$ cat config.mk
export PLATFORM = sky130hd
export DESIGN_NAME = wrc_ctrl
export DESIGN_NICKNAME = d
export VERILOG_FILES = /design/src/hdl/wrc_pkg.sv /design/src/hdl/wrc_ctrl.sv
export VERILOG_INCLUDE_DIRS = /design/src /design/src/hdl
export SDC_FILE = /design/constraint.sdc
export NUM_CORES = 1
export LEC_CHECK = 0
export ABC_AREA = 1
export BUFFER_PORTS_ARGS = -buffer_cell sky130_fd_sc_hd__buf_2
export CORE_UTILIZATION = 39
export DETAILED_ROUTE_END_ITERATION = 12
export GPL_ROUTABILITY_DRIVEN = 0
export PLACE_DENSITY = 0.65
export RECOVER_POWER = 50
export SLEW_MARGIN = 20
export SYNTH_ARGS = -nofsm -noshare
export SYNTH_HDL_FRONTEND = slang
export SYNTH_SLANG_ARGS = --single-unit
$ cat constraint.sdc
create_clock -name clk -period 1.45 [get_ports clk]
set_input_delay 0.145 -clock clk [delete_from_list [all_inputs] [get_ports clk]]
set_output_delay 0.145 -clock clk [all_outputs]
set_load 0.005 [all_outputs]
$ cat src/hdl/wall_ring_chainer_macros.svh
// ----------------------------------------------------------------------------
// wall_ring_chainer_macros.svh
// Assertion macros for the wall ring chainer (clk / rst_n in scope).
// ----------------------------------------------------------------------------
`ifndef WALL_RING_CHAINER_MACROS_SVH
`define WALL_RING_CHAINER_MACROS_SVH
`ifndef SYNTHESIS
// checked only out of reset
`define WRC_ASSERT(lbl, prop, msg) \
  lbl: assert property (@(posedge clk) disable iff (!rst_n) prop) else $error(msg);
// checked during reset too
`define WRC_ASSERT_ALWAYS(lbl, prop, msg) \
  lbl: assert property (@(posedge clk) prop) else $error(msg);
`else
`define WRC_ASSERT(lbl, prop, msg)
`define WRC_ASSERT_ALWAYS(lbl, prop, msg)
`endif
`endif

$ cat src/hdl/wrc_pkg.sv
// ----------------------------------------------------------------------------
// wrc_pkg
// Types, constants and helpers shared by the wall ring chainer.
// ----------------------------------------------------------------------------
package wrc_pkg;

  localparam int MAX_WALLS = 64;
  localparam int AW = $clog2(MAX_WALLS);
  localparam int CW = $clog2(MAX_WALLS + 1);

  localparam logic [1:0] CMD_ADD  = 2'd0;
  localparam logic [1:0] CMD_STEP = 2'd1;
  localparam logic [1:0] CMD_REV  = 2'd2;
  localparam logic [1:0] CMD_READ = 2'd3;

  localparam logic [1:0] ST_OK    = 2'd0;
  localparam logic [1:0] ST_FULL  = 2'd1;
  localparam logic [1:0] ST_EMPTY = 2'd2;

  // memory read address source
  localparam logic [1:0] RD_ZERO = 2'd0;
  localparam logic [1:0] RD_J    = 2'd1;
  localparam logic [1:0] RD_JM1  = 2'd2;
  localparam logic [1:0] RD_CUR  = 2'd3;

  typedef struct packed {
    logic signed [31:0] fx;
    logic signed [31:0] fy;
    logic signed [31:0] tx;
    logic signed [31:0] ty;
  } wall_t;

  typedef struct packed {
    logic       latch_in;
    logic       do_add;
    logic       rd_en;
    logic [1:0] rd_src;
    logic       set_p;
    logic       init_j;
    logic       inc_j;
    logic       take_match;
    logic       wr_shift;
    logic       wr_put;
    logic       next_i;
    logic       step_cur;
    logic       flip_dir;
    logic       load_out;
  } dp_cmd_t;

  typedef struct packed {
    logic [1:0] cmd;
    logic       full;
    logic       i_lt_cnt;
    logic       j_lt_cnt;
    logic       j_gt_i1;
    logic       match;
  } dp_stat_t;

  function automatic logic near(logic signed [31:0] a, logic signed [31:0] b,
                                logic [30:0] tol);
    logic signed [32:0] d;
    logic [32:0]        ad;
    d  = 33'(a) - 33'(b);
    ad = d[32] ? 33'(-d) : 33'(d);
    return ad <= {2'b00, tol};
  endfunction

endpackage

$ cat src/hdl/wrc_ctrl.sv
// ----------------------------------------------------------------------------
// wrc_ctrl
// Sequencer for add / re-chain / cursor commands and the result handshake.
// ----------------------------------------------------------------------------
`include "wall_ring_chainer_macros.svh"

module wrc_ctrl import wrc_pkg::*; (
  input  logic     clk,
  input  logic     rst_n,
  input  logic     in_valid,
  output logic     in_ready,
  output logic     out_valid,
  input  logic     out_ready,
  input  dp_stat_t stat,
  output dp_cmd_t  cmd,
  output logic     add_full
);

  localparam logic [3:0] S_IDLE  = 4'd0;
  localparam logic [3:0] S_DEC   = 4'd1;
  localparam logic [3:0] S_STEP2 = 4'd2;
  localparam logic [3:0] S_STEP1 = 4'd3;
  localparam logic [3:0] S_CH0   = 4'd4;
  localparam logic [3:0] S_CH1   = 4'd5;
  localparam logic [3:0] S_SRCH  = 4'd6;
  localparam logic [3:0] S_CMPRD = 4'd7;
  localparam logic [3:0] S_CMP   = 4'd8;
  localparam logic [3:0] S_SHIFT = 4'd9;
  localparam logic [3:0] S_SHWR  = 4'd10;
  localparam logic [3:0] S_PUT   = 4'd11;
  localparam logic [3:0] S_RDCUR = 4'd12;
  localparam logic [3:0] S_RES   = 4'd13;

  logic [3:0] state_r, state_nxt;
  logic       out_valid_r, out_valid_nxt;
  logic       full_r, full_nxt;

  assign in_ready  = (state_r == S_IDLE);
  assign out_valid = out_valid_r;
  assign add_full  = full_r;

  always_comb begin
    state_nxt = state_r;
    full_nxt  = full_r;
    cmd       = '0;
    unique case (state_r)
      S_IDLE: begin
        if (in_valid) begin
          cmd.latch_in = 1'b1;
          state_nxt    = S_DEC;
        end
      end
      S_DEC: begin
        full_nxt = 1'b0;
        unique case (stat.cmd)
          CMD_ADD: begin
            if (stat.full) begin
              full_nxt  = 1'b1;
              state_nxt = S_RDCUR;
            end else begin
              cmd.do_add = 1'b1;
              state_nxt  = S_CH0;
            end
          end
          CMD_STEP: state_nxt = S_STEP1;
          CMD_REV: begin
            cmd.flip_dir = 1'b1;
            state_nxt    = S_STEP2;
          end
          default: state_nxt = S_RDCUR;
        endcase
      end
      S_STEP2: begin
        cmd.step_cur = 1'b1;
        state_nxt    = S_STEP1;
      end
      S_STEP1: begin
        cmd.step_cur = 1'b1;
        state_nxt    = S_RDCUR;
      end
      S_CH0: begin
        cmd.rd_en  = 1'b1;
        cmd.rd_src = RD_ZERO;
        state_nxt  = S_CH1;
      end
      S_CH1: begin
        cmd.set_p = 1'b1;
        state_nxt = S_SRCH;
      end
      S_SRCH: begin
        if (!stat.i_lt_cnt) begin
          state_nxt = S_RDCUR;
        end else begin
          cmd.init_j = 1'b1;
          state_nxt  = S_CMPRD;
        end
      end
      S_CMPRD: begin
        if (!stat.j_lt_cnt) begin
          cmd.next_i = 1'b1;
          state_nxt  = S_SRCH;
        end else begin
          cmd.rd_en  = 1'b1;
          cmd.rd_src = RD_J;
          state_nxt  = S_CMP;
        end
      end
      S_CMP: begin
        if (stat.match) begin
          cmd.take_match = 1'b1;
          state_nxt      = S_SHIFT;
        end else begin
          cmd.inc_j = 1'b1;
          state_nxt = S_CMPRD;
        end
      end
      S_SHIFT: begin
        if (stat.j_gt_i1) begin
          cmd.rd_en  = 1'b1;
          cmd.rd_src = RD_JM1;
          state_nxt  = S_SHWR;
        end else begin
          state_nxt = S_PUT;
        end
      end
      S_SHWR: begin
        cmd.wr_shift = 1'b1;
        state_nxt    = S_SHIFT;
      end
      S_PUT: begin
        cmd.wr_put = 1'b1;
        state_nxt  = S_SRCH;
      end
      S_RDCUR: begin
        cmd.rd_en  = 1'b1;
        cmd.rd_src = RD_CUR;
        state_nxt  = S_RES;
      end
      S_RES: begin
        if (!out_valid_r || out_ready) begin
          cmd.load_out = 1'b1;
          state_nxt    = S_IDLE;
        end
      end
      default: state_nxt = S_IDLE;
    endcase
  end

  always_comb begin
    out_valid_nxt = out_valid_r;
    if (cmd.load_out) begin
      out_valid_nxt = 1'b1;
    end else if (out_ready) begin
      out_valid_nxt = 1'b0;
    end
  end

  always_ff @(posedge clk) begin
    if (!rst_n) begin
      state_r     <= S_IDLE;
      out_valid_r <= 1'b0;
      full_r      <= 1'b0;
    end else begin
      state_r     <= state_nxt;
      out_valid_r <= out_valid_nxt;
      full_r      <= full_nxt;
    end
  end

  `WRC_ASSERT(a_load_free, cmd.load_out |-> (!out_valid_r || out_ready), "result overwritten")
  `WRC_ASSERT(a_one_write, !(cmd.wr_shift && cmd.wr_put) && !(cmd.do_add && cmd.wr_put), "two writes")
  `WRC_ASSERT(a_match_shift, cmd.take_match |=> (state_r == S_SHIFT), "match not followed by shift")
  `WRC_ASSERT_ALWAYS(a_rst_idle, !rst_n |=> (state_r == S_IDLE && !out_valid_r), "reset not idle")

endmodule
==> flow_summary_export.csv <==
group,metric,value,unit
worst_setup_path,end_kind,"output port",
finish,final_cells,165,
routing,drc,1,
timing,setup_viol,0,
power,peakVddDrop,526.9,uV
routing,detail_route.wl_per_cell,10.36,um
routing,dr.pass1.iters,10,
routing,first_iter_violations,28,
synthesis,ys_types,16,
routing,ant_nets,0,
die,start_util,41.60,%
finish,mostFrequentLayoutCells,"nand2_1 (28), buf_2 (28), inv_1 (23), nor2_1 (18), nand3_1 (9)",
worst_setup_path,r2r_slack,0.16,ns
timing,rsz0062_at_grt,"true",
routing,routed_wl,1709,um
synthesis,netlist_instances,117,
global_route,grt_usage,19.24,%
power,power.leakage,0.5523,nW
outcome,violations,"DRC",
clocking,clock_path_buffers,2,
finish,diodes,0,
global_route,grt_overflow,0,
timing,period_needed,1.355,ns
worst_setup_path,r2r-start,"state_r[2]$_SDFFE_PN0P_",
min_path,holdPathStages,3,
placed_design,placed_cells,160,
clocking,clk-insertion-delay-late,0.25,ns
clocking,clk_pin_slew,0.05,ns
timing,slew_headroom,77.30,%
timing,skew,0.006616,ns
die,die_y,41.85,um
routing,vias,798,
clocking,cts_root_buf,"clkbuf_4",
worst_setup_path,crit_path_start_kind,"flip-flop",
die,die_area,1751,sq um
min_path,hold_path_end,"state_r[3]$_SDFFE_PN0P_",
die,die_width,41.85,um
timing,fmax,738.1,MHz
timing,tightest_slew,0.3369,ns
timing,maxSlewViolCount,0,
finish,final_nets,165,
routing,via_per_inst,4.836,
worst_setup_path,reg2reg_depth,9,
clocking,clock_sinks,6,
finish,seqCellArea,130.1,sq um
global_route,grt_max_degree,8,
global_route,grt_pass1_wl,2615,um
timing,timing.final.crit_share,93.44,%
clocking,cts-buffers-inserted,3,
power,powerDensity,1520,nW/um^2
synthesis,synth_top_area_share,19.39,%
worst_setup_path,cpMaxStageDelayCell,"dfxtp_4",
worst_setup_path,worstPathRequired,1.31,ns
worst_setup_path,cp.arrival,1.21,ns
flow_run,drv_cap,0,
finish,area_growth,35.15,%
power,p_total,1.272,mW
clocking,cts_tree,"yes",
synthesis,syn_nets,131,
min_path,hp-class,"input pin to flip-flop",
timing,whs,0.1192,ns
worst_setup_path,crit_buf_inv,2,
global_route,grt_pass1_vias,677,
synthesis,syn-cell-area,619.3,sq um
worst_setup_path,slowest_delay,0.37,ns
outcome,status,"complete, but fails checks",
placed_design,dpl.hpwl,1333,um
min_path,min_from,"rst_n",
synthesis,postSynthAreaPerCell,5.294,sq um
synthesis,yosys.area.top_type,"dfxtp_1",
worst_setup_path,path_cells,"inv_4 > nand2_2 > nor2_2 > nand2_1 > o2111ai_1 > buf_2",
synthesis,yosys_warnings,0,
finish,multi_input_area,409.1,sq um
worst_setup_path,path_max_fanout,6,
die,io_pins,29,
timing,hold_viol,0,
die,rows,14,
clocking,htree_num_levels,1,
finish,nFillCells,162,
global_route,grt_antenna_before_repair,0,
finish,drive_gt1_share,34.90,%
placed_design,port_buffers,28,
worst_setup_path,crit_type,"flip-flop to output port",
synthesis,ys_ff_latch,6,
die,coreArea,1489,sq um
synthesis,synthTopCellsByArea,"dfxtp_1 (19%), nand2_1 (18%), inv_1 (15%)",
synthesis,ys_seq_area_share,19.39,%
worst_setup_path,rr_endpoint,"state_r[0]$_SDFFE_PN0P_",
worst_setup_path,path_delay_family,"flip-flops",
==> metrics by stage <==
step | util, % | TNS, ns | setup slack [ns] | instance area [sq um]
finish | 56.22 | 0 | 0.09518 | 837.1
global route | 56.22 | -0.01996 | -0.01996 | 837.1
CTS | 54.20 | 0 | 0.009291 | 807.0
detailed placement | 51.85 | 0 | 0.1394 | 772.0
global placement | 51.85 | 0 | 0.1270 | 772.0
floorplan | - | 0 | 0.3382 | 619.3
==> routing by layer <==
layer  wire length, um  global-route usage [%]
met1               717                   25.27
met2               859                   31.25
met3                98                   1.739
met4                33                   9.677
met5                 0                       0
==> cell usage after synthesis <==
| cell type | instances |
|---|---|
| o21ai_1 | 1 |
| nand2_2 | 3 |
| nor2_2 | 2 |
| nand3_1 | 9 |
| inv_2 | 2 |
| nor2_4 | 1 |
| o21ai_0 | 5 |
| ha_1 | 3 |
| a21oi_1 | 3 |
| buf_4 | 1 |
| nor2_1 | 22 |
| nor3_1 | 4 |
| inv_1 | 24 |
| nand2_1 | 30 |
| dfxtp_1 | 6 |
| o2111ai_1 | 1 |
==> registers in the layout, summed over array words and instances, names as in the netlist <==
signal,flops
state_r,4
out_valid,1
add_full,1
==> worst reg2reg max path: stages, from the launching register on <==
cell	delay [ns]
dfxtp_2	0.38
inv_2	0.08
nand2_2	0.10
nor2_2	0.05
buf_4	0.12
buf_4	0.13
nand2_1	0.05
nand2_1	0.05
o21ai_1	0.13
a21oi_1	0.08
==> report_power, final <==
group / internal, mW / leakage (nW) / total (mW) / switching (mW)
sequential: 0.237 / 0.0512 / 0.337 / 0.100
combinational: 0.290 / 0.487 / 0.776 / 0.486
clock: 0.0939 / 0.0138 / 0.159 / 0.0650
==> logic make-up (layout without fill, tap and decap cells) <==
group | count (synthesis) | count (layout) | share of synthesized area (%)
AO/OA/AOI/OAI | 10 | 10 | 8.685
buffers and inverters | 27 | 59 | 16.97
adder cells (fa/ha/maj) | 3 | 3 | 6.061
flip-flops | 6 | 6 | 19.39
AND/OR/NAND/NOR | 71 | 71 | 48.89
==> worst max-delay path by stage <==
stage | startpoint | endpoint | slack, ns | cells after the start
after CTS | state_r[2]$_SDFFE_PN0P_ | cmd[12] | 0.009 | 6
after global routing | state_r[3]$_SDFFE_PN0P_ | cmd[12] | -0.02 | 6
after floorplan | state_r[1]$_SDFFE_PN0P_ | state_r[3]$_SDFFE_PN0P_ | 0.34 | 9
final | state_r[1]$_SDFFE_PN0P_ | cmd[12] | 0.1 | 6
after detailed placement | state_r[1]$_SDFFE_PN0P_ | cmd[12] | 0.14 | 6
after global placement | state_r[0]$_SDFFE_PN0P_ | cmd[12] | 0.13 | 5
==> cell type report <==
| class | count | share of cell area [%] |
|---|---|---|
| clock buffers | 3 | 2.691 |
| well taps | 16 | 2.392 |
| flip-flops and latches | 6 | 15.55 |
| multi-input cells | 84 | 48.88 |
| inverters | 26 | 11.96 |
| repair buffers | 30 | 18.54 |
==> repair_timing <==
item,in CTS,in global routing
setup endpoints to repair,2,9
resized for setup,3,12
hold buffers,0,0
pin swaps,1,1
buffers inserted,1,1
Note: power is estimated with default switching activity, not from simulation.
